[config.mk]
export PLATFORM = sky130hd
export DESIGN_NAME = escape_sequence_decoder
export DESIGN_NICKNAME = d
export VERILOG_FILES = /design/src/rtl/esd_pkg.sv /design/src/rtl/escape_sequence_decoder.sv /design/src/rtl/esd_decode.sv
export SDC_FILE = /design/constraint.sdc
export NUM_CORES = 1
export LEC_CHECK = 0
export BUFFER_PORTS_ARGS = -buffer_cell sky130_fd_sc_hd__buf_2
export CORE_ASPECT_RATIO = 1.2
export CORE_MARGIN = 3
export CORE_UTILIZATION = 50
export DETAILED_ROUTE_END_ITERATION = 8
export PLACE_DENSITY_LB_ADDON = 0.08
export SETUP_SLACK_MARGIN = 0.15
export SKIP_CTS_REPAIR_TIMING = 1
export SKIP_LAST_GASP = 1
export SLEW_MARGIN = 10
export SYNTH_ARGS = -nofsm -noshare
export SYNTH_HDL_FRONTEND = slang
export SYNTH_SLANG_ARGS = --single-unit
[constraint.sdc]
create_clock -name aclk -period 6.2 [get_ports aclk]
set_input_delay 1.86 -clock aclk [delete_from_list [all_inputs] [get_ports aclk]]
set_output_delay 1.86 -clock aclk [all_outputs]
set_load 0.05 [all_outputs]
[src/rtl/esd_pkg.sv]
// esd_pkg: shared types and character constants for the escape sequence decoder
`default_nettype none

package esd_pkg;

    // decoder modes
    typedef enum logic [2:0] {
        MODE_NORMAL = 3'd0,
        MODE_ESC    = 3'd1,
        MODE_OCT1   = 3'd2,
        MODE_OCT2   = 3'd3,
        MODE_HEX0   = 3'd4,
        MODE_HEX1   = 3'd5
    } mode_t;

    // width of the count field on the result channel
    localparam int unsigned BYTES_W = 16;

    // characters
    localparam logic [7:0] CH_BSL   = 8'h5C;
    localparam logic [7:0] CH_NL    = 8'h0A;
    localparam logic [7:0] CH_CR    = 8'h0D;
    localparam logic [7:0] CH_TAB   = 8'h09;
    localparam logic [7:0] CH_BS    = 8'h08;
    localparam logic [7:0] CH_VT    = 8'h0B;
    localparam logic [7:0] CH_FF    = 8'h0C;
    localparam logic [7:0] CH_X     = 8'h78;
    localparam logic [7:0] CH_ZERO  = 8'h30;
    localparam logic [7:0] CH_SEVEN = 8'h37;
    localparam logic [7:0] CH_NINE  = 8'h39;
    localparam logic [7:0] CH_LA    = 8'h61;
    localparam logic [7:0] CH_LF    = 8'h66;
    localparam logic [7:0] CH_UA    = 8'h41;
    localparam logic [7:0] CH_UF    = 8'h46;
    localparam logic [7:0] CH_LN    = 8'h6E;
    localparam logic [7:0] CH_LR    = 8'h72;
    localparam logic [7:0] CH_LT    = 8'h74;
    localparam logic [7:0] CH_LB    = 8'h62;
    localparam logic [7:0] CH_LV    = 8'h76;

    // up to two decoded bytes produced by one character
    typedef struct packed {
        logic       v0;
        logic [7:0] byte0;
        logic       last0;
        logic       v1;
        logic [7:0] byte1;
        logic       last1;
    } dec_out_t;

    // one queued result item
    typedef struct packed {
        logic               last;
        logic [BYTES_W-1:0] cnt;
        logic [7:0]         data;
    } res_entry_t;

endpackage

`default_nettype wire

[src/rtl/escape_sequence_decoder.sv]
// escape_sequence_decoder: top level, state registers and result queue
//
// Decodes a backslash-escaped string, one character per input item, into
// decoded bytes. Each accepted character is decoded in the same cycle and
// yields zero, one or two result items, which enter a four-entry result
// queue; s_tready is high while the queue has at least two free entries,
// so a character can be accepted every cycle while it is high. The result
// side delivers at most one item per cycle, so a long run of characters
// that each yield two bytes is paced by the result port. Results reach the
// master side from the registered queue. The byte count restarts at each
// string and holds at 2^COUNT_WIDTH - 1; bytes_so_far shows its low 16 bits.
`default_nettype none

module escape_sequence_decoder #(
    parameter int unsigned COUNT_WIDTH = 16
) (
    input  wire logic        aclk,
    input  wire logic        aresetn,
    input  wire logic        s_tvalid,
    output logic             s_tready,
    input  wire logic [7:0]  s_tdata,   // char_in[7:0]
    input  wire logic        s_tlast,   // last_char
    output logic             m_tvalid,
    input  wire logic        m_tready,
    output logic [23:0]      m_tdata,   // byte_out[7:0], bytes_so_far[23:8]
    output logic             m_tlast    // last_out
);

    localparam int unsigned XW = (COUNT_WIDTH > esd_pkg::BYTES_W) ?
                                 COUNT_WIDTH : esd_pkg::BYTES_W;
    localparam logic [COUNT_WIDTH-1:0] CNT_MAX = '1;

    esd_pkg::mode_t          mode_reg;
    esd_pkg::mode_t          mode_next;
    logic [7:0]              partial_reg;
    logic [7:0]              partial_next;
    logic [COUNT_WIDTH-1:0]  cnt_reg;
    logic [COUNT_WIDTH-1:0]  cnt_next;
    logic [COUNT_WIDTH-1:0]  cnt1;
    logic [COUNT_WIDTH-1:0]  cnt2;
    logic [XW-1:0]           cnt1_w;
    logic [XW-1:0]           cnt2_w;
    esd_pkg::dec_out_t       res;

    esd_pkg::res_entry_t     q_reg [4];
    logic [1:0]              wr_ptr_reg;
    logic [1:0]              wr_ptr_next;
    logic [1:0]              rd_ptr_reg;
    logic [1:0]              rd_ptr_next;
    logic [2:0]              fill_reg;
    logic [2:0]              fill_next;
    logic                    push;
    logic                    pop;
    logic [1:0]              wr_ptr_p1;

    esd_decode u_decode (
        .mode         (mode_reg),
        .partial      (partial_reg),
        .char_in      (s_tdata),
        .last_char    (s_tlast),
        .mode_next    (mode_next),
        .partial_next (partial_next),
        .res          (res)
    );

    // handshakes
    assign s_tready = (fill_reg <= 3'd2);
    assign push     = s_tvalid && s_tready;
    assign m_tvalid = (fill_reg != 3'd0);
    assign pop      = m_tvalid && m_tready;

    // saturating counts for the first and second byte of this item
    always_comb begin
        cnt1   = (cnt_reg == CNT_MAX) ? cnt_reg : cnt_reg + COUNT_WIDTH'(1);
        cnt2   = (cnt1 == CNT_MAX) ? cnt1 : cnt1 + COUNT_WIDTH'(1);
        cnt1_w = XW'(cnt1);
        cnt2_w = XW'(cnt2);
        if (s_tlast) begin
            cnt_next = '0;
        end else if (res.v1) begin
            cnt_next = cnt2;
        end else if (res.v0) begin
            cnt_next = cnt1;
        end else begin
            cnt_next = cnt_reg;
        end
    end

    // decoder state
    always_ff @(posedge aclk) begin
        if (!aresetn) begin
            mode_reg    <= esd_pkg::MODE_NORMAL;
            partial_reg <= 8'd0;
            cnt_reg     <= '0;
        end else if (push) begin
            mode_reg    <= mode_next;
            partial_reg <= partial_next;
            cnt_reg     <= cnt_next;
        end
    end

    // queue pointers and fill
    always_comb begin
        wr_ptr_p1   = wr_ptr_reg + 2'd1;
        wr_ptr_next = wr_ptr_reg;
        fill_next   = fill_reg;
        if (push && res.v1) begin
            wr_ptr_next = wr_ptr_reg + 2'd2;
            fill_next   = fill_reg + 3'd2;
        end else if (push && res.v0) begin
            wr_ptr_next = wr_ptr_p1;
            fill_next   = fill_reg + 3'd1;
        end
        rd_ptr_next = pop ? rd_ptr_reg + 2'd1 : rd_ptr_reg;
        if (pop) begin
            fill_next = fill_next - 3'd1;
        end
    end

    always_ff @(posedge aclk) begin
        if (!aresetn) begin
            wr_ptr_reg <= 2'd0;
            rd_ptr_reg <= 2'd0;
            fill_reg   <= 3'd0;
        end else begin
            wr_ptr_reg <= wr_ptr_next;
            rd_ptr_reg <= rd_ptr_next;
            fill_reg   <= fill_next;
        end
    end

    // queue storage
    always_ff @(posedge aclk) begin
        if (push && res.v0) begin
            q_reg[wr_ptr_reg].data <= res.byte0;
            q_reg[wr_ptr_reg].last <= res.last0;
            q_reg[wr_ptr_reg].cnt  <= cnt1_w[esd_pkg::BYTES_W-1:0];
        end
        if (push && res.v1) begin
            q_reg[wr_ptr_p1].data <= res.byte1;
            q_reg[wr_ptr_p1].last <= res.last1;
            q_reg[wr_ptr_p1].cnt  <= cnt2_w[esd_pkg::BYTES_W-1:0];
        end
    end

    // result port
    assign m_tdata = {q_reg[rd_ptr_reg].cnt, q_reg[rd_ptr_reg].data};
    assign m_tlast = q_reg[rd_ptr_reg].last;

endmodule

`default_nettype wire

[src/rtl/esd_decode.sv]
// esd_decode: per-character decode of the escape state machine
`default_nettype none

module esd_decode (
    input  var esd_pkg::mode_t    mode,
    input  wire logic [7:0]       partial,
    input  wire logic [7:0]       char_in,
    input  wire logic             last_char,
    output var esd_pkg::mode_t    mode_next,
    output logic      [7:0]       partial_next,
    output var esd_pkg::dec_out_t res
);

    logic [7:0] dig;
    logic       is_oct;
    logic       hex_ok;
    logic [3:0] hex_v;
    logic [7:0] oct_acc;
    logic [7:0] hex_acc;
    logic       ctrl_hit;
    logic [7:0] ctrl_byte;
    logic       plain_emit;
    esd_pkg::mode_t plain_mode;

    // character classes
    always_comb begin
        dig        = char_in - esd_pkg::CH_ZERO;
        is_oct     = (char_in >= esd_pkg::CH_ZERO) && (char_in <= esd_pkg::CH_SEVEN);
        hex_ok     = 1'b1;
        hex_v      = dig[3:0];
        if ((char_in >= esd_pkg::CH_ZERO) && (char_in <= esd_pkg::CH_NINE)) begin
            hex_v = dig[3:0];
        end else if ((char_in >= esd_pkg::CH_LA) && (char_in <= esd_pkg::CH_LF)) begin
            hex_v = 4'(char_in - esd_pkg::CH_LA + 8'd10);
        end else if ((char_in >= esd_pkg::CH_UA) && (char_in <= esd_pkg::CH_UF)) begin
            hex_v = 4'(char_in - esd_pkg::CH_UA + 8'd10);
        end else begin
            hex_ok = 1'b0;
        end
        oct_acc    = {partial[4:0], dig[2:0]};
        hex_acc    = {partial[3:0], hex_v};
        plain_emit = !((char_in == esd_pkg::CH_BSL) && !last_char);
        plain_mode = plain_emit ? esd_pkg::MODE_NORMAL : esd_pkg::MODE_ESC;
    end

    // single-letter control escapes
    always_comb begin
        ctrl_hit  = 1'b1;
        ctrl_byte = char_in;
        unique case (char_in)
            esd_pkg::CH_LN: ctrl_byte = esd_pkg::CH_NL;
            esd_pkg::CH_LR: ctrl_byte = esd_pkg::CH_CR;
            esd_pkg::CH_LT: ctrl_byte = esd_pkg::CH_TAB;
            esd_pkg::CH_LB: ctrl_byte = esd_pkg::CH_BS;
            esd_pkg::CH_LV: ctrl_byte = esd_pkg::CH_VT;
            esd_pkg::CH_LF: ctrl_byte = esd_pkg::CH_FF;
            default:        ctrl_hit  = 1'b0;
        endcase
    end

    // next state
    always_comb begin
        mode_next    = plain_mode;
        partial_next = partial;
        unique case (mode)
            esd_pkg::MODE_ESC: begin
                if (ctrl_hit) begin
                    mode_next = esd_pkg::MODE_NORMAL;
                end else if (is_oct) begin
                    partial_next = {5'd0, dig[2:0]};
                    mode_next    = last_char ? esd_pkg::MODE_NORMAL : esd_pkg::MODE_OCT1;
                end else if (char_in == esd_pkg::CH_X) begin
                    mode_next = last_char ? esd_pkg::MODE_NORMAL : esd_pkg::MODE_HEX0;
                end else begin
                    mode_next = esd_pkg::MODE_NORMAL;
                end
            end
            esd_pkg::MODE_OCT1, esd_pkg::MODE_OCT2: begin
                if (is_oct) begin
                    partial_next = oct_acc;
                    mode_next    = (last_char || (mode == esd_pkg::MODE_OCT2)) ?
                                   esd_pkg::MODE_NORMAL : esd_pkg::MODE_OCT2;
                end
            end
            esd_pkg::MODE_HEX0: begin
                if (hex_ok) begin
                    partial_next = {4'd0, hex_v};
                    mode_next    = last_char ? esd_pkg::MODE_NORMAL : esd_pkg::MODE_HEX1;
                end
            end
            esd_pkg::MODE_HEX1: begin
                if (hex_ok) begin
                    partial_next = hex_acc;
                    mode_next    = esd_pkg::MODE_NORMAL;
                end
            end
            default: begin
                mode_next = plain_mode;
            end
        endcase
        // end of string starts the next one fresh
        if (last_char) begin
            mode_next    = esd_pkg::MODE_NORMAL;
            partial_next = 8'd0;
        end
    end

    // decoded bytes
    always_comb begin
        res = '0;
        unique case (mode)
            esd_pkg::MODE_ESC: begin
                res.last0 = last_char;
                if (ctrl_hit) begin
                    res.v0    = 1'b1;
                    res.byte0 = ctrl_byte;
                end else if (is_oct) begin
                    res.v0    = last_char;
                    res.byte0 = {5'd0, dig[2:0]};
                end else if (char_in == esd_pkg::CH_X) begin
                    res.v0    = last_char;
                    res.byte0 = esd_pkg::CH_X;
                end else begin
                    res.v0    = 1'b1;
                    res.byte0 = char_in;
                end
            end
            esd_pkg::MODE_OCT1, esd_pkg::MODE_OCT2: begin
                if (is_oct) begin
                    res.v0    = last_char || (mode == esd_pkg::MODE_OCT2);
                    res.byte0 = oct_acc;
                    res.last0 = last_char;
                end else begin
                    res.v0    = 1'b1;
                    res.byte0 = partial;
                    res.v1    = plain_emit;
                    res.byte1 = char_in;
                    res.last1 = last_char;
                end
            end
            esd_pkg::MODE_HEX0: begin
                if (hex_ok) begin
                    res.v0    = last_char;
                    res.byte0 = {4'd0, hex_v};
                    res.last0 = 1'b1;
                end else begin
                    res.v0    = 1'b1;
                    res.byte0 = esd_pkg::CH_X;
                    res.v1    = plain_emit;
                    res.byte1 = char_in;
                    res.last1 = last_char;
                end
            end
            esd_pkg::MODE_HEX1: begin
                if (hex_ok) begin
                    res.v0    = 1'b1;
                    res.byte0 = hex_acc;
                    res.last0 = last_char;
                end else begin
                    res.v0    = 1'b1;
                    res.byte0 = partial;
                    res.v1    = plain_emit;
                    res.byte1 = char_in;
                    res.last1 = last_char;
                end
            end
            default: begin
                res.v0    = plain_emit;
                res.byte0 = char_in;
                res.last0 = last_char;
            end
        endcase
    end

endmodule

`default_nettype wire
# Word level (Yosys, flattened, before mapping)
# Memory sizes are Yosys's and may differ from the RTL's. A register that Yosys moved wholly into a read port is not among the register bits.
# Cells that the tools add are included.
# word_totals
n_memories,1
out_inout_bits,27
ramBits,100
ff_bits,34
# op_classes
magnitude_cmp,8
reduce_logical,21
n_eq_ne,20
mux,54
add_sub_neg,13
# mem_list
memory,words,width,read_ports,rd_ports_with_merged_regs,wr,line_no,text
q_reg,4,25,1,1,2,escape_sequence_decoder.sv:45,esd_pkg::res_entry_t q_reg [4];
# ops
cell,count
$mux W16,5
$eq A8 B7 Y1 const B,8
$mux W8,7
$pmux W8 S6,1
$mux W9,5
$pmux W10 S4,1
$add A16 B1 Y16 const B,2
$eq A16 B16 Y1 const B,2
$pmux W8 S4,1
$mux W3,10
$mux W10,2
$pmux W10 S2,1
$ge A8 B7 Y1 const B,2
$le A8 B6 Y1 const B,2
$le A8 B7 Y1 const B,2
$mux W1,12
$mux W4,3
$ne A3 B2 Y1 const B,4
$pmux W3 S4,1
$sub A4 B1 Y4 const B,3
$mux W2,5
$logic_and A1 B1 Y1,9
$add A4 B4 Y4 const B,2
$ge A8 B6 Y1 const B,1
other kinds (19),25

# Longest topological paths before layout
# Gate-level depths: netlist of the first run.
# depth
word_depth,12
mapped_depth,16
ltp_nobuf,13

# Cells and area by module
# A second synthesis of the first run with hierarchy kept.
# unflattened
cells_unflattened,984
area_unflattened_um2,9151.3
# modules_own_cells
module,area_each_um2,instances,cells_per_inst
escape_sequence_decoder,7723.7,1,757
esd_decode,1427.6,1,227

# Worst setup path before layout of the first run
# Ideal clock, no wire load.
# synth_path
kind,input to register
start,in s_tdata[0]
end,mem q_reg[1][0] (netlist name) (enable)
setup_time_ns,0.432
setup_slack_ns,1.214
path_stages,11
arrival_time_ns,4.554
path_cell_list,clkbuf_1 -> inv_1 -> ha_1 -> a2111o_1 -> o211ai_1 -> a21oi_1 -> and2_1 -> clkbuf_1 -> nand2_1 -> clkbuf_1 -> nand2_1
# synth_lines
element,line_no,text
start: declaration,escape_sequence_decoder.sv:21,"input wire logic [7:0] s_tdata,"
end: declaration,escape_sequence_decoder.sv:45,

==> results.txt, run 1 <==
clock skew: 6.464 ps
CP peak stage delay: 960 ps
critical path data required time: 6350 ps
1st-iter DRT viols: 513
Core Region: 16980 sq um
met1 Use GR: 33.85%
number of cells after detailed placement: 1105
worst flop-to-flop path endpoint: q_reg[3][15]
die height: 150.7 microns
H-tree levels: 4
clk_lat worst skew: 420 ps
sequential area share after synthesis: 42.67%
worst hold path class: reg -> reg
critical path type: reg -> reg
Starting Density: 51.39%
Final Cycle Share: 82.05%
Async S/R FF share, synth: 0%
routability cong.: 0.9412
grt ovf: 0
worst path bufs/invs: 1
largest net degree at the start of global routing: 28
via count of the first global-routing pass: 7035
Pre-antenna DRT Iters: 5
syn nets: 928
CTS tree: built
nets: 941
min-delay src: partial_reg[0]
Setup TNS Final: 0 ps
Top delay family on crit path: simple AND/OR/NAND/NOR gates
I/O pin total: 40
Ant. Diodes: 0
final hold violations: 0
Critical Path, Cell by Cell: ha_1 -> nand3_1 -> nor4_1 -> buf_4 -> xnor2_1 -> ha_1 -> a21boi_1 -> nand4_2 -> or4b_1 -> and3_1 -> nand2_1 -> xnor2_1
met3 Use GR: 3.939%
Routed WL: 23840 microns
met2 usage: 42.58%
min Tclk post-route: 5087 ps
post-detailed-route count of antenna-violating nets: 0
Worst-path clk slew: 60 ps
R2R cell count: 12
number of synthesized flops with an enable pin: 100
CTS Buf Count: 17
outcome: complete, no violations
worst-case clock buffer depth: 2
Cell Rows: 52
Vias: 7182
drc violations: 0
leak pwr: 3.262 nW
CP arrival: 5230 ps
GRT busiest layer: met2
mapped cell area: 8727 sq um
via density per instance: 6.317
total of max-cap violations: 0
endpoints failing setup: 0
power consumption: 0.003362 W
Primary FF master, synth: edfxtp_1
Mean Syn Cell Area: 9.751 sq um
Filler cells: 1486
#FFs+latches synth: 136
Min-Delay Path Depth: 2
GRT Total Usage: 25.66%
first-pass GRT wire length: 38410 microns
Fmax: 0.1966 GHz
max-slew violation count: 0
Synth cell types: 83
Total Die Area: 19080 sq um
DPL Wire Length: 16440 microns
R2R setup slack: 1110 ps
Critical Path End Type: flop
Max-slew headroom: 26.81%
Syn-to-layout area delta: 10.51%
share of cells above drive strength 1: 15.74%
Die X: 126.6 microns
Mapped Cells: 895
max FFs per register: 100
Crit path depth: 12
Avg WL per Cell: 20.97 microns
worst flop-to-flop path startpoint: cnt_reg[0]
Critical Path Source Type: flop
Final Non-Filler Cells: 1137
initial antenna violation count: 0
end of the worst hold path: partial_reg[0]
crit path max-delay cell type: or4b_1
I/O Buffers: 39
Worst Path Max Fanout: 18
power per cell area: 348.6 nW/um^2
CTS root buf: clkbuf_16
clk sinks: 136
Ys Warns: 0
peak supply drop: 0.2629 mV
worst slew pin tran: 1090 ps
RSZ-0062 raised after global routing: false
## cell usage in the layout, fill, tap and decap left out, types with 9 or more instances in the layout
master / count
o21ai_1: 10
nand3_1: 32
nand4_1: 10
nand2_1: 99
xnor2_1: 34
buf_2: 39
a22oi_1: 10
and2_1: 15
a21oi_1: 85
clkbuf_16: 17
nor2_1: 68
nor3_1: 17
mux2_2: 11
edfxtp_1: 100
o21ai_0: 39
and3_1: 19
buf_4: 16
a211oi_1: 9
mux4_2: 25
inv_1: 17
nand2b_1: 9
ha_1: 20
o211ai_1: 10
xor2_1: 24
dfxtp_1: 35
a31oi_1: 13
## routing by layer
layer | share of wire (%) | vias to the layer above | wire length, microns
met5 | 0 | - | 0
met3 | 5.4 | 46 | 1289
met4 | 2.8 | 0 | 662
met1 | 43 | 3524 | 10160
li1 | - | 3381 | -
met2 | 49 | 231 | 11730
## power breakdown
| group | switching [W] | internal [W] | total [W] |
|---|---|---|---|
| clock | 0.000421 | 0.000600 | 0.00102 |
| sequential | 0.000104 | 0.00114 | 0.00124 |
| combinational | 0.000754 | 0.000345 | 0.00110 |
| total | 0.00128 | 0.00208 | 0.00336 |
## worst min-delay path, stage by stage, from the launching register on
cell and delay [ps]:
dfxtp_1 350, nand2_1 70, a21oi_1 50
## worst max path at each step
| stage | start | end | slack (ps) |
|---|---|---|---|
| finish | cnt_reg[0] | q_reg[3][15] | 1110 |
| global route | cnt_reg[0] | q_reg[3][15] | 700 |
| CTS | cnt_reg[0] | q_reg[1][15] | 1210 |
| detailed placement | s_tdata[0] | fill_reg[2] | 930 |
| global placement | s_tdata[0] | fill_reg[2] | 1030 |
| floorplan | s_tdata[0] | q_reg[1][0] | 1210 |
## cell families (layout without fill, tap and decap cells)
group | Yosys count | after routing | share of synthesized area (%)
flip-flops | 136 | 136 | 42.67
XOR/XNOR | 58 | 58 | 5.821
buffers and inverters | 79 | 105 | 3.785
multiplexers | 43 | 43 | 8.688
adder cells (fa/ha/maj) | 20 | 20 | 2.867
AO/OA/AOI/OAI | 241 | 241 | 17.78
AND/OR/NAND/NOR | 318 | 318 | 18.39
## area by class of cell
cell class | instances | area [sq um] | share of cell area [%]
Sequential cell | 136 | 3725 | 38.62
Clock inverter | 15 | 162.7 | 1.687
Tap cell | 216 | 270.3 | 2.802
Multi-Input combinational cell | 680 | 4678 | 48.51
Timing Repair Buffer | 55 | 315.3 | 3.269
Inverter | 18 | 67.56 | 0.7006
Clock buffer | 17 | 425.4 | 4.411
## through the flow
stage / hold WS [ps] / setup slack (ps) / utilization (%) / cell area [sq um]
after detailed placement: 499.3 / 927.6 / 53.33 / 9056
after global routing: 559.4 / 696.8 / 56.79 / 9644
after global placement: 490.8 / 1028 / 53.33 / 9056
final: 511.6 / 1113 / 56.79 / 9644
after CTS: 508.6 / 1213 / 56.79 / 9644
after floorplan: 458.9 / 1214 / - / 8727
## Yosys cell counts (4+ instances only)
library cell / number / share of area (%)
nor3_1: 17 / 0.97
and3_1: 19 / 1.4
buf_1: 7 / 0.30
a22oi_1: 10 / 0.86
xor2_1: 24 / 2.4
nand2b_1: 9 / 0.65
xnor2_1: 34 / 3.4
nand3_1: 32 / 1.8
a211o_1: 6 / 0.60
o31ai_1: 4 / 0.34
mux2i_1: 6 / 0.69
a22o_1: 7 / 0.70
buf_2: 8 / 0.46
clkbuf_1: 40 / 1.7
a211oi_1: 10 / 0.86
nor4_1: 7 / 0.50
nor3b_1: 4 / 0.34
o211ai_1: 10 / 0.86
o21ai_1: 10 / 0.57
nand2_1: 99 / 4.3
and2_1: 15 / 1.1
buf_4: 4 / 0.34
a32oi_1: 4 / 0.40
a31oi_1: 13 / 0.93
mux4_2: 25 / 6.5
nand4_1: 10 / 0.72
or3_1: 5 / 0.36
o21ai_0: 39 / 2.2
inv_1: 17 / 0.73
nor2b_1: 5 / 0.36
dfxtp_1: 36 / 8.3
mux2_2: 11 / 1.4
nor2_1: 68 / 2.9
ha_1: 20 / 2.9
a21oi_1: 85 / 4.9
edfxtp_1: 100 / 34
(Power assumes the default switching activity.)
==> run 2, diff against run 1 <==
==> constraint.sdc (replaced) <==
create_clock -name aclk -period 4.75 [get_ports aclk]
set_input_delay 1.425 -clock aclk [delete_from_list [all_inputs] [get_ports aclk]]
set_output_delay 1.425 -clock aclk [all_outputs]
set_load 0.05 [all_outputs]
==> run 2 against run 1 <==
Flip-flop and latch count is the same; largest cell class unchanged; cell area up 2.0%; first-iteration DRC count grew 31%; maximum frequency increased by 19%; clock skew up 3.7 ps; core utilization up 1.1 points; sequential share of layout area decreased by 0.75 points; via count rose by 1.2%.
==> results.txt, run 2 (same netlist as run 1, synthesis figures left out) <==
Clk network pwr share: 30.6% (+0.2 points)
Filler cells: 1463 (-1.5%)
peak supply drop: 0.4124 mV (+57%)
internal power: 0.002790 W (+34%)
Core Region: 16980 sq um (unchanged)
Final Util: 57.92% (+1.1 points)
outcome: complete, no violations
Routed WL: 24050 microns (+0.86%)
worst path bufs/invs: 2 (+1)
Critical Path, Cell by Cell: ha_1 -> nand3_1 -> nor4_1 -> buf_4 -> xnor2_1 -> ha_1 -> a21boi_1 -> nand4_2 -> or4b_1 -> buf_4 -> nand3_1 -> nor2_1 -> xor2_1
Storage cell area: 3725 sq um (unchanged)
CP peak stage delay: 660 ps (-300 ps)
CP arrival: 4430 ps (-800 ps)
via density per instance: 6.297 (-0.31%)
Starting Density: 51.39% (unchanged)
CTS root buf: clkbuf_16
Comb pwr share: 33.1% (+0.4 points)
via count of the first global-routing pass: 7104 (+0.98%)
GRT Total Usage: 25.66% (about the same)
pre-CTS WS: 120.1 ps (-807.5 ps)
first-pass GRT wire length: 38440 microns (about the same)
final hold violations: 0 (unchanged)
Syn-to-layout area delta: 12.70%
Top delay family on crit path: simple AND/OR/NAND/NOR gates
Critical Path Source Type: flop
share of cells above drive strength 1: 17.16% (+1.4 points)
switching power: 0.001650 W (+29%)
critical path data required time: 4910 ps (-1440 ps)
R2R cell count: 13 (+1)
initial antenna violation count: 1 (+1)
drc violations: 0 (unchanged)
Crit path depth: 13 (+1)
routability cong.: 0.9459 (+0.50%)
I/O Buffers: 39 (unchanged)
1st-iter DRT viols: 674 (+31%)
Max-slew headroom: 25.52% (-1.3 points)
sequential share of power: 36.3% (-0.6 points)
max-slew violation count: 0 (unchanged)
largest net degree at the start of global routing: 28 (unchanged)
RSZ-0062 raised after global routing: false
Fmax: 0.2341 GHz (+19%)
worst slew pin tran: 1109 ps (+19.19 ps)
crit path max-delay cell type: or4b_1
Worst-path clk slew: 60 ps (about the same)
clk sinks: 136 (unchanged)
clk_lat worst skew: 420 ps (about the same)
post-detailed-route count of antenna-violating nets: 0 (unchanged)
worst-case clock buffer depth: 2 (unchanged)
CTS Buf Count: 17 (unchanged)
commonest cells after routing, fill and taps aside: edfxtp_1, nand2_1, a21oi_1
nets: 958 (+1.8%)
H-tree levels: 4 (unchanged)
DPL Wire Length: 16760 microns (+1.9%)
Avg WL per Cell: 20.84 microns (-0.62%)
commonest non-fill, non-tap cell in the layout: edfxtp_1
Final Cycle Share: 89.91% (+7.9 points)
grt ovf: 0 (unchanged)
clock skew: 10.14 ps (+3.675 ps)
endpoints failing setup: 0 (unchanged)
Vias: 7267 (+1.2%)
R2R setup slack: 480 ps (-630 ps)
min Tclk post-route: 4271 ps (-816.2 ps)
worst hold path class: reg -> reg
Total Die Area: 19080 sq um (unchanged)
Critical Path End Type: flop
critical path type: reg -> reg
total of max-cap violations: 0 (unchanged)
worst flop-to-flop path startpoint: cnt_reg[1]
Ant. Diodes: 0 (unchanged)
Worst Setup EP: q_reg[3][12]
switching share of power: 37.16% (-0.90 points)
worst flop-to-flop path endpoint: q_reg[3][12]
Cell Rows: 52 (unchanged)
CTS tree: built
die height: 150.7 microns (unchanged)
Pre-antenna DRT Iters: 6 (+1)
Worst Path Max Fanout: 15 (-3)
Setup TNS Final: 0 ps (unchanged)
area of the multi-input gates: 4678 sq um (unchanged)
max FFs per register: 100 (unchanged)
Die X: 126.6 microns (unchanged)
leak pwr: 3.359 nW (+3.0%)
crit path launch: cnt_reg[1]
I/O pin total: 40 (unchanged)
power per cell area: 451.4 nW/um^2 (+29%)
post-route setup slack: 479.2 ps (-633.8 ps)
run 2: worst min-delay path by stage:
stage	endpoint	cells past startpoint	slack [ps]	from
2_1_floorplan	partial_reg[0]	2	460	partial_reg[0]
3_3_place_gp	partial_reg[0]	2	470	partial_reg[0]
3_5_place_dp	partial_reg[0]	2	490	partial_reg[0]
4_1_cts	partial_reg[0]	2	500	partial_reg[0]
5_1_grt	partial_reg[0]	2	520	partial_reg[0]
6_report	partial_reg[0]	2	490	partial_reg[0]
run 2: power groups by stage:
stage | Clock [W] | Sequential [W] | Combinational, W
after floorplan | 0 | 0.00155 | 0.00118
after global placement | 0 | 0.00163 | 0.00147
after detailed placement | 0 | 0.00164 | 0.00148
after CTS | 0.00138 | 0.00162 | 0.00148
after global routing | 0.00143 | 0.00164 | 0.00155
final | 0.00136 | 0.00161 | 0.00147
run 2: area by class of cell:
class                   count  share of cell area (%)
clock buffers              18                   4.363
clock inverters            14                   1.756
inverters                  18                  0.6869
multi-input cells         680                   47.56
flip-flops and latches    136                   37.87
well taps                 216                   2.748
repair buffers             72                   5.012
run 2: worst min-delay path: stages, from the launching register on:
cell	delay, ps
dfxtp_1	330
nand2_1	60
a21oi_1	50
run 2: through the flow:
step | hold WS (ps) | total power [W] | std cells | cell area (sq um)
finish | 487.8 | 0.004440 | 1154 | 9836
global route | 522.9 | 0.004624 | 1154 | 9836
CTS | 499.3 | 0.004478 | 1154 | 9836
detailed placement | 487.5 | 0.003121 | 1122 | 9234
global placement | 473.8 | 0.003100 | 1122 | 9234
floorplan | 458.9 | 0.002727 | 895 | 8727
run 2: metal layers:
metal	GRT usage (%)	vias up	share of wire, %	routed length (microns)
li1	-	3412	-	-
met1	34.16	3561	43	10390
met2	42.80	254	49	11860
met3	4.187	38	5.6	1350
met4	8.637	2	1.8	440
met5	0	-	0.050	12
==> run 3, diff against run 2 <==
--- a/config.mk
+++ b/config.mk
@@ -9,6 +9,7 @@
 export CORE_ASPECT_RATIO = 1.2
 export CORE_MARGIN = 3
 export CORE_UTILIZATION = 50
+export CTS_BUF_LIST = sky130_fd_sc_hd__clkbuf_16
 export DETAILED_ROUTE_END_ITERATION = 8
 export PLACE_DENSITY_LB_ADDON = 0.08
 export SETUP_SLACK_MARGIN = 0.15
==> run 3 against run 2 <==
Non-clock buffer count did not move; first-iteration DRC count fell by 0.30%; global-route usage stayed put; power about the same; worst hold slack barely moved; sequential power about the same; register-to-register slack barely moved; largest cell class unchanged; largest power group unchanged.
==> results.txt, run 3 (same netlist as run 1, synthesis figures left out) <==
CTS Buf Count: 17 (unchanged)
worst-case clock buffer depth: 2 (unchanged)
grt ovf: 0 (unchanged)
H-tree levels: 4 (unchanged)
R2R setup slack: 480 ps (about the same)
post-detailed-route count of antenna-violating nets: 0 (unchanged)
internal power: 0.002788 W (about the same)
Comb pwr share: 33.1% (about the same)
Worst-path clk slew: 60 ps (about the same)
worst slew pin tran: 1106 ps (-2.587 ps)
Worst Path Max Fanout: 15 (unchanged)
Critical Path End Type: flop
Clk network pwr share: 30.6% (about the same)
sequential share of power: 36.3% (about the same)
via density per instance: 6.303 (about the same)
Pre-antenna DRT Iters: 6 (unchanged)
Cell Rows: 52 (unchanged)
first-pass GRT wire length: 38440 microns (unchanged)
drc violations: 0 (unchanged)
largest net degree at the start of global routing: 28 (unchanged)
GRT Total Usage: 25.66% (unchanged)
die height: 150.7 microns (unchanged)
total of max-cap violations: 0 (unchanged)
peak supply drop: 0.4124 mV (about the same)
clk_lat worst skew: 420 ps (about the same)
RSZ-0062 raised after global routing: false
Critical Path Source Type: flop
Max-slew headroom: 25.69% (+0.17 points)
clock skew: 10.14 ps (+0.001800 ps)
leak pwr: 3.363 nW (+0.12%)
via count of the first global-routing pass: 7104 (unchanged)
final hold violations: 0 (unchanged)
Syn-to-layout area delta: 12.70% (unchanged)
routability cong.: 0.9459 (unchanged)
Ant. Diodes: 0 (unchanged)
Setup TNS Final: 0 ps (unchanged)
switching power: 0.001650 W (about the same)
commonest cells after routing, fill and taps aside: edfxtp_1, nand2_1, a21oi_1
Final Non-Filler Cells: 1154 (unchanged)
Storage cell area: 3725 sq um (unchanged)
Fmax: 0.2342 GHz (about the same)
max FFs per register: 100 (unchanged)
Total Die Area: 19080 sq um (unchanged)
power per cell area: 451.2 nW/um^2 (about the same)
CP arrival: 4430 ps (about the same)
Starting Density: 51.39% (unchanged)
DPL Wire Length: 16760 microns (unchanged)
Die X: 126.6 microns (unchanged)
commonest non-fill, non-tap cell in the layout: edfxtp_1
I/O Buffers: 39 (unchanged)
critical path data required time: 4910 ps (about the same)
CTS root buf: clkbuf_16
Vias: 7274 (+0.096%)
endpoints failing setup: 0 (unchanged)
switching share of power: 37.18% (about the same)
Core Region: 16980 sq um (unchanged)
worst hold path class: reg -> reg
Routed WL: 24040 microns (about the same)
Filler cells: 1463 (unchanged)
max-slew violation count: 0 (unchanged)
Final Cycle Share: 89.90% (about the same)
number of cells after detailed placement: 1122 (unchanged)
outcome: complete, no violations
CTS tree: built
area of the multi-input gates: 4678 sq um (unchanged)
I/O pin total: 40 (unchanged)
initial antenna violation count: 1 (unchanged)
min Tclk post-route: 4270 ps (-0.4540 ps)
share of cells above drive strength 1: 17.16% (unchanged)
critical path type: reg -> reg
1st-iter DRT viols: 672 (-0.30%)
Avg WL per Cell: 20.83 microns (about the same)
nets: 958 (unchanged)
clk sinks: 136 (unchanged)
[run 3: changes by cell type in the layout (fill, tap and decap cells not counted), sizes merged]
cell | previous run | this run
clkbuf | 18 | 17
inv | 19 | 20
[run 3: worst max-delay path, cell delays in order (launching register included)]
cell and delay [ps]:
dfxtp_1 460, ha_1 370, nand3_1 150, nor4_1 350
buf_4 210, xnor2_1 160, ha_1 350, a21boi_1 310
nand4_2 310, or4b_1 660, buf_4 240, nand3_1 190
nor2_1 80, xor2_1 150
[run 3: per-stage QoR]
step | total power (W) | area, sq um | hold WS [ps] | setup WS, ps | util, %
after floorplan | 0.002727 | 8727 | 458.9 | 198.8 | -
after global placement | 0.003100 | 9234 | 473.8 | 205.5 | 54.38
after detailed placement | 0.003121 | 9234 | 487.5 | 120.1 | 54.38
after CTS | 0.004476 | 9836 | 499.3 | 510.2 | 57.92
after global routing | 0.004622 | 9836 | 522.9 | 214.4 | 57.92
final | 0.004438 | 9836 | 487.6 | 479.6 | 57.92
[run 3: final timing paths]
path | startpoint | cells past startpoint | endpoint
max reg2reg | cnt_reg[1] | 13 | q_reg[3][12]
max | cnt_reg[1] | 13 | q_reg[3][12]
min reg2reg | partial_reg[0] | 2 | partial_reg[0]
min | partial_reg[0] | 2 | partial_reg[0]
[run 3: layout make-up]
class                   count  area share, %
multi-input cells         680          47.56
flip-flops and latches    136          37.87
repair buffers             72          5.012
clock buffers              17          4.325
well taps                 216          2.748
clock inverters            15          1.794
inverters                  18         0.6869
[run 3: layer usage]
metal / wire [microns] / share of wire [%] / global-route usage (%)
met4: 440 / 1.8 / 8.637
met1: 10320 / 43 / 34.16
met5: 12 / 0.050 / 0
met3: 1416 / 5.9 / 4.187
met2: 11850 / 49 / 42.80
[run 3: power groups by stage]
stage	registers (W)	logic [W]	clock network, W
CTS	0.00162	0.00148	0.00138
detailed placement	0.00164	0.00148	0
floorplan	0.00155	0.00118	0
finish	0.00161	0.00147	0.00136
global placement	0.00163	0.00147	0
global route	0.00164	0.00155	0.00143
